**src/hdl/sril_pkg.sv**
```systemverilog
// ----------------------------------------------------------------------------
// sril_pkg: shared types and constants for the sorted reminder list
// Entry layout, status codes, key limits and cell control groups.
// ----------------------------------------------------------------------------
package sril_pkg;

   // number of cells in the chain
   localparam int DEPTH = 32;
   // width of the fill count, able to hold DEPTH itself
   localparam int CNT_W = $clog2(DEPTH + 1);

   // key limits
   localparam logic [4:0] MAX_DAY    = 5'd31;
   localparam logic [4:0] MAX_HOUR   = 5'd23;
   localparam logic [5:0] MAX_MINUTE = 6'd59;

   // result status codes
   typedef enum logic [2:0] {
      ST_STORED  = 3'd0,
      ST_INVALID = 3'd1,
      ST_FULL    = 3'd2,
      ST_LISTED  = 3'd3,
      ST_EMPTY   = 3'd4
   } status_type;

   // one stored entry; the low 16 bits form the sort key
   typedef struct packed {
      logic [15:0] tag;
      logic [4:0]  day;
      logic [4:0]  hour;
      logic [5:0]  minute;
   } entry_type;

   // operation broadcast to every cell
   typedef struct packed {
      logic ins;   // insert the new entry this cycle
      logic rot;   // rotate occupied entries one place toward the head
   } cell_cmd_type;

   // position of one cell relative to the fill count
   typedef struct packed {
      logic occ;      // cell holds a live entry
      logic at_end;   // first free cell
      logic at_tail;  // last live cell
   } cell_ctl_type;

   // sort key of an entry
   function automatic logic [15:0] entry_key(entry_type e);
      return {e.day, e.hour, e.minute};
   endfunction

endpackage

```
**src/hdl/sril_cell.sv**
```systemverilog
// ----------------------------------------------------------------------------
// sril_cell: one compare-and-shift cell of the sorted chain
// Holds one entry; on insert it keeps, takes the new entry or takes its
// upstream neighbor; on rotate it takes its downstream neighbor, or the head entry if it is the tail.
// ----------------------------------------------------------------------------
module sril_cell (
   input  logic                  clock,
   input  sril_pkg::cell_cmd_type cmd,
   input  sril_pkg::cell_ctl_type ctl,
   input  sril_pkg::entry_type    new_word,
   input  sril_pkg::entry_type    prev_word,
   input  logic                  prev_gt,
   input  sril_pkg::entry_type    next_word,
   input  sril_pkg::entry_type    head_word,
   output sril_pkg::entry_type    word,
   output logic                  gt
);
   import sril_pkg::*;

   entry_type word_ff;
   entry_type word_in;

   // live entry with a strictly larger key: the new entry goes before it
   assign gt   = ctl.occ && (entry_key(word_ff) > entry_key(new_word));
   assign word = word_ff;

   always_comb begin
      word_in = word_ff;
      if (cmd.ins) begin
         if (prev_gt) begin
            word_in = prev_word;
         end else if (gt || ctl.at_end) begin
            word_in = new_word;
         end
      end else if (cmd.rot && ctl.occ) begin
         word_in = ctl.at_tail ? head_word : next_word;
      end
   end

   always_ff @(posedge clock) begin
      word_ff <= word_in;
   end

endmodule

```
**src/hdl/sorted_reminder_insert_list.sv**
```systemverilog
// ----------------------------------------------------------------------------
// sorted_reminder_insert_list: sorted table of reminders keyed by day/hour/minute
// Chain of compare-and-shift cells with a small list sequencer.
// ----------------------------------------------------------------------------
// usage
//   req_* carries one item: an insert (action 0, day 1..31) or a list
//   request (action 1, or day 0). rsp_* returns results, each a status,
//   an entry and a last flag; both channels use valid/stall.
//   an insert gives one result in the cycle after acceptance: stored, invalid
//   key (checked first) or table full. the chain of DEPTH cells places the
//   entry after all entries with an equal key, as the result is registered.
//   a list request on an empty table gives one empty result; otherwise the
//   entries come out one per cycle in key order, last flag on the final one.
//   the head cell feeds the output and the chain rotates one place per
//   entry, so after the list the table is back in its original order.
//   throughput: one insert per cycle; req_stall is high while a list drains.
//   a stalled result holds in the output register; the block then takes
//   no new item and pauses any list in progress.
//   reset clears the fill count, the sequencer and the output valid;
//   entry contents are not cleared and no clearing pass is needed.
// ----------------------------------------------------------------------------
module sorted_reminder_insert_list (
   input  logic        clock,
   input  logic        reset,
   input  logic        req_valid,
   output logic        req_stall,
   input  logic        req_action,
   input  logic [4:0]  req_day,
   input  logic [4:0]  req_hour,
   input  logic [5:0]  req_minute,
   input  logic [15:0] req_tag,
   output logic        rsp_valid,
   input  logic        rsp_stall,
   output logic [2:0]  rsp_status,
   output logic [4:0]  rsp_out_day,
   output logic [4:0]  rsp_out_hour,
   output logic [5:0]  rsp_out_minute,
   output logic [15:0] rsp_out_tag,
   output logic        rsp_last
);
   import sril_pkg::*;

   // sequencer states, one-hot
   typedef enum logic [1:0] {
      S_IDLE = 2'b01,
      S_LIST = 2'b10
   } state_type;

   state_type        state_ff, state_in;
   logic [CNT_W-1:0] count_ff, count_in;
   logic [CNT_W-1:0] idx_ff, idx_in;     // entries emitted so far in a list

   // output register
   logic             rsp_valid_ff, rsp_valid_in;
   status_type       status_ff, status_in;
   entry_type        data_ff, data_in;
   logic             last_ff, last_in;

   logic             out_free;
   logic             req_acc;
   logic             is_list;
   logic             key_bad;
   logic             full;
   logic             ins_go;
   logic             list_step;
   logic             list_last;
   entry_type        new_word;
   cell_cmd_type     cmd;

   // chain wiring
   entry_type        word_w [DEPTH];
   logic             gt_w   [DEPTH];

   assign out_free  = !rsp_valid_ff || !rsp_stall;
   assign req_stall = !((state_ff == S_IDLE) && out_free);
   assign req_acc   = req_valid && !req_stall;

   // day 0 on an insert means list
   assign is_list = req_action || (req_day == 5'd0);
   assign key_bad = (req_day > MAX_DAY) || (req_hour > MAX_HOUR) ||
                    (req_minute > MAX_MINUTE);
   assign full    = (count_ff == CNT_W'(DEPTH));
   assign ins_go  = req_acc && !is_list && !key_bad && !full;

   assign list_step = (state_ff == S_LIST) && out_free;
   assign list_last = ((idx_ff + CNT_W'(1)) == count_ff);

   assign new_word = '{tag: req_tag, day: req_day, hour: req_hour, minute: req_minute};
   assign cmd      = '{ins: ins_go, rot: list_step};

   // cell chain: each cell sees its neighbors and where it sits vs. the count
   for (genvar i = 0; i < DEPTH; i++) begin : g_cell
      cell_ctl_type ctl;
      entry_type    prev_word;
      logic         prev_gt;
      entry_type    next_word;

      assign ctl.occ     = (CNT_W'(i) < count_ff);
      assign ctl.at_end  = (CNT_W'(i) == count_ff);
      assign ctl.at_tail = (CNT_W'(i + 1) == count_ff);

      if (i == 0) begin : g_head
         assign prev_word = new_word;
         assign prev_gt   = 1'b0;
      end else begin : g_body
         assign prev_word = word_w[i-1];
         assign prev_gt   = gt_w[i-1];
      end

      // the final cell is only ever the tail when it rotates
      if (i == DEPTH - 1) begin : g_last
         assign next_word = word_w[0];
      end else begin : g_mid
         assign next_word = word_w[i+1];
      end

      sril_cell u_cell (
         .clock     (clock),
         .cmd       (cmd),
         .ctl       (ctl),
         .new_word  (new_word),
         .prev_word (prev_word),
         .prev_gt   (prev_gt),
         .next_word (next_word),
         .head_word (word_w[0]),
         .word      (word_w[i]),
         .gt        (gt_w[i])
      );
   end

   // sequencer and output register
   always_comb begin
      state_in     = state_ff;
      count_in     = count_ff;
      idx_in       = idx_ff;
      rsp_valid_in = rsp_valid_ff;
      status_in    = status_ff;
      data_in      = data_ff;
      last_in      = last_ff;

      // a taken result frees the register unless refilled below
      if (rsp_valid_ff && !rsp_stall) begin
         rsp_valid_in = 1'b0;
      end

      unique case (state_ff)
         S_IDLE: begin
            if (req_acc) begin
               data_in = '0;
               last_in = 1'b1;
               if (is_list) begin
                  if (count_ff == '0) begin
                     rsp_valid_in = 1'b1;
                     status_in    = ST_EMPTY;
                  end else begin
                     idx_in   = '0;
                     state_in = S_LIST;
                  end
               end else if (key_bad) begin
                  rsp_valid_in = 1'b1;
                  status_in    = ST_INVALID;
               end else if (full) begin
                  rsp_valid_in = 1'b1;
                  status_in    = ST_FULL;
               end else begin
                  rsp_valid_in = 1'b1;
                  status_in    = ST_STORED;
                  count_in     = count_ff + CNT_W'(1);
               end
            end
         end
         S_LIST: begin
            // head cell goes out while the chain rotates under it
            if (list_step) begin
               rsp_valid_in = 1'b1;
               status_in    = ST_LISTED;
               data_in      = word_w[0];
               last_in      = list_last;
               idx_in       = idx_ff + CNT_W'(1);
               if (list_last) begin
                  state_in = S_IDLE;
               end
            end
         end
         default: begin
            state_in = S_IDLE;
         end
      endcase
   end

   always_ff @(posedge clock) begin
      if (reset) begin
         state_ff     <= S_IDLE;
         count_ff     <= '0;
         idx_ff       <= '0;
         rsp_valid_ff <= 1'b0;
      end else begin
         state_ff     <= state_in;
         count_ff     <= count_in;
         idx_ff       <= idx_in;
         rsp_valid_ff <= rsp_valid_in;
      end
   end

   // payload, no reset
   always_ff @(posedge clock) begin
      status_ff <= status_in;
      data_ff   <= data_in;
      last_ff   <= last_in;
   end

   assign rsp_valid      = rsp_valid_ff;
   assign rsp_status     = status_ff;
   assign rsp_out_day    = data_ff.day;
   assign rsp_out_hour   = data_ff.hour;
   assign rsp_out_minute = data_ff.minute;
   assign rsp_out_tag    = data_ff.tag;
   assign rsp_last       = last_ff;

endmodule
```
**config.mk**
```make
export PLATFORM = sky130hd
export DESIGN_NAME = sorted_reminder_insert_list
export DESIGN_NICKNAME = d
export VERILOG_FILES = /design/src/hdl/sril_pkg.sv /design/src/hdl/sril_cell.sv /design/src/hdl/sorted_reminder_insert_list.sv
export SDC_FILE = /design/constraint.sdc
export NUM_CORES = 2
export LEC_CHECK = 0
export BUFFER_PORTS_ARGS = -buffer_cell sky130_fd_sc_hd__buf_2
export CORE_ASPECT_RATIO = 1.2
export CORE_MARGIN = 8
export CORE_UTILIZATION = 50
export DETAILED_ROUTE_END_ITERATION = 6
export PLACE_DENSITY_LB_ADDON = 0.25
export SYNTH_ARGS = -nofsm -noshare
export SYNTH_HDL_FRONTEND = slang
export SYNTH_SLANG_ARGS = --single-unit
```
**constraint.sdc**
```tcl
create_clock -name clock -period 7.3 [get_ports clock]
set_input_delay 1.095 -clock clock [delete_from_list [all_inputs] [get_ports clock]]
set_output_delay 1.095 -clock clock [all_outputs]
set_load 0.01 [all_outputs]
```
==> flow_metrics.py <==
metrics = {
    "timing": {
        "maxSlewHeadroom": 0.0742,
        "slew_violations": 0,
        "final.min_clock_period_ps": 5130,
        "rsz0062_at_grt": "no",
        "setup_viol": 0,
        "hold_viol_final": 0,
        "finClkSkew_ps": 33.6,
        "worst_pin_slew_ps": 1380,
        "fin_crit_sh": 0.702,
        "fmax_mhz": 195,
        "setup_tns_ps": 0,
    },
    "place": {
        "place.port_buffers": 74,
        "gp_congestion": 0.987,
        "hpwl_um": 193000,
    },
    "drt": {
        "routed.top_layer": "met5",
        "routed_wl_um": 286000,
        "num_vias": 63300,
        "wl_per_cell_um": 33.0,
        "vias_per_cell": 7.30,
        "wl_met1_um": 109000,
        "postRouteAntennaNets": 0,
        "dr_wl_met2_um": 126000,
        "drt_iter0_markers": 8827,
        "dr_wl_met3_um": 32000,
        "drc_errors": 10,
        "first_pass_iters": 7,
    },
    "cts": {
        "clk_pin_slew_ps": 60,
        "numClockSinks": 1075,
        "ctsResizeCount": 0,
        "postCtsSetupRepairBufs": 0,
        "cts-root-buf": "clkbuf_16",
        "clk_path_buf_depth": 3,
        "cts_tree": "yes",
        "clkLatencyLatePin_ps": 790,
        "htree_levels": 3,
        "cts_buffers": 118,
        "holdBufCountCts": 0,
    },
    "critical_path": {
        "startpoint_type": "primary input",
        "r2r_cells": 10,
        "reg2reg_to": "g_cell[20].u_cell.word[27]",
        "r2r_start": "count_ff[0]",
        "crit_top_cell": "buf_4",
        "path_class": "primary input to register",
        "critPathCaptureType": "register",
        "path_max_fanout": 33,
        "ff2ff_setup_slack_ps": 2530,
        "critical_path.max_stage_delay_ps": 570,
        "worstPathArrival_ps": 5580,
        "worstPathRequired_ps": 7750,
        "crit_slowest_cell": "a41oi_4",
        "worstPathCellList": "buf_2 > clkinv_1 > buf_4 > ha_1 > nand2_1 > or4b_1 > o221a_2 > or2_1 > buf_4 > a41oi_4 > buf_4",
    },
    "grt": {
        "grtUsageTotal": 0.337,
        "grt_antenna_before_repair": 9,
        "grt_pass1_vias": 60900,
        "gr-total-overflow": 0,
        "grt_max_degree": 217,
        "grt_pass1_wl_um": 414000,
    },
    "synthesis": {
        "synth_common_cells": "edfxtp_1 (1060), mux2i_1 (915), a221oi_1 (621)",
        "postSynthAreaPerCell_um2": 10.8,
        "synthAdderAreaFrac": 0.0868,
        "synth_nets": 7492,
        "yosys_register_bits": 1075,
        "synth_most_common_cell": "edfxtp_1",
        "synth_warnings": 0,
        "synth_top_family_by_area": "compound AO/OA/AOI/OAI gates",
        "synth-edff-count": 1060,
        "synth_top_area_cell": "edfxtp_1",
        "synthTopCellsByArea": "edfxtp_1 (43%), mux2i_1 (12%), ha_1 (8.7%)",
        "post_synth_and_or_nand_nor_area_fraction": 0.111,
        "synthMuxAreaShare": 0.160,
        "ys_types": 72,
        "synthArstFlopShare": 0,
        "synth_compound_area_frac": 0.163,
        "syn_area_um2": 74600,
        "synth_ff_type": "edfxtp_1",
        "synth_xor_area_frac": 0.00129,
        "synth_top_area_frac": 0.427,
        "syn_inst": 6937,
        "synth_seq_area_share": 0.431,
    },
    "power_and_ir_drop": {
        "cellPowerDensity_nw_per_um2": 196,
        "irDropWorstVdd_v": 0.000223,
        "leakage_nw": 29.2,
    },
    "outcome": {
        "outcome": "complete, but fails checks",
        "violations": "design-rule violations",
    },
    "floorplan": {
        "pin_count": 75,
        "floorplan.die.width_um": 369,
        "row_count": 155,
        "coreArea_um2": 149000,
        "die_h_um": 439,
        "initial_core_util": 0.502,
        "dieArea_um2": 162000,
    },
    "cells_and_area": {
        "final_layout_size_suffix_gt1_frac": 0.138,
        "area_growth_pct": 8.56,
        "final_util": 0.545,
        "num-nets-final": 7150,
    },
    "worst_hold_path": {
        "hp-start": "idx_ff[5]",
        "hp-class": "register to register",
        "worstHoldEndpoint": "idx_ff[5]",
        "hold_depth": 2,
    },
    "flow_run": {
        "max_cap_viol_count": 0,
    },
}
metrics by stage:
stage	power (mW)	cells	hold WS (ps)	setup slack, ps	cell area (um^2)
final	15.9	8666	514	2170	81000
after global routing	16.3	8658	537	2140	81000
after CTS	15.8	8658	504	2360	81000
after detailed placement	9.75	8437	495	1520	77200
after global placement	9.69	8437	485	1560	77200
after floorplan	8.91	6937	474	1250	74600
worst max-delay path by stage:
stage / start / endpoint / cells past startpoint
after floorplan: req_day[3] / g_cell[1].u_cell.word[0] / 9
after global placement: req_hour[1] / g_cell[9].u_cell.word[26] / 11
after detailed placement: req_hour[1] / g_cell[9].u_cell.word[25] / 11
after CTS: req_hour[1] / g_cell[9].u_cell.word[26] / 11
after global routing: req_hour[1] / g_cell[9].u_cell.word[23] / 11
final: req_hour[1] / g_cell[9].u_cell.word[26] / 11
state kept, by name, indices dropped and copies added (netlist names), 2 cells and up:
register and flops:
count_ff 6, idx_ff 6, rsp_out_hour 5, rsp_out_tag 16
g_cell.u_cell.word 1024, rsp_out_day 5, rsp_out_minute 6, state_ff 2
rsp_status 3
where the power goes:
group	total, mW	internal (mW)	switching (mW)	leakage (nW)
sequential	7.46	7.21	0.247	9.85
combinational	2.26	0.735	1.52	17.4
clock	6.16	3.41	2.75	1.90
total	15.9	11.4	4.52	29.2
cell families after synthesis:
family	Yosys count
AO/OA/AOI/OAI	1708
AND/OR/NAND/NOR	1612
buffers and inverters	850
XOR/XNOR	11
flip-flops	1075
adder cells (fa/ha/maj)	518
multiplexers	1163
metal layers:
layer,GRT usage,up-vias
met5,0,-
met4,0.201,6
met3,0.0711,1031
met2,0.516,4268
met1,0.438,30900
li1,-,27000
layout by cell type (no fill, tap or decap), types with 11 or more instances in the layout:
cell	Yosys	final
edfxtp_1	1060	1060
mux2i_1	915	915
a221oi_1	621	621
ha_1	518	517
a21oi_1	445	443
nand2_1	355	350
nor4_1	274	273
nor3_1	251	251
mux2_2	248	248
buf_4	2	229
o21ai_0	219	217
nor2_1	250	211
a211oi_1	137	137
clkbuf_16	0	119
nor2b_1	91	89
nand3_1	89	79
nand4_1	78	78
buf_2	214	74
nor3b_1	63	63
inv_1	69	62
o211ai_1	52	52
and2_1	43	44
or3_1	44	44
clkinv_2	0	41
o221a_2	40	40
a21o_1	29	29
clkinv_1	2	28
nor2_2	3	22
a31oi_1	33	21
o21a_1	21	21
nor2_4	0	20
a21boi_0	19	19
and4_1	18	17
clkbuf_1	530	17
dfxtp_1	15	15
a31oi_4	0	14
buf_12	0	14
nand2b_1	13	13
bufinv_16	0	12
a41oi_4	0	11
critical path: cells and delay by family:
family,cells,cell delay (ps)
AO/OA/AOI/OAI,2,1120
AND/OR/NAND/NOR,3,940
buffers and inverters,5,2000
adder cells (fa/ha/maj),1,370
final cells by class:
type / count / area (um^2)
clock inverters: 85 / 786
diodes: 8 / 20.0
repair buffers: 317 / 2370
clock buffers: 136 / 3040
well taps: 1962 / 2450
fillers: 12800 / 67500
inverters: 71 / 267
multi-input cells: 5012 / 39900
flip-flops and latches: 1075 / 32100
Note: power is estimated with default switching activity, not from simulation.
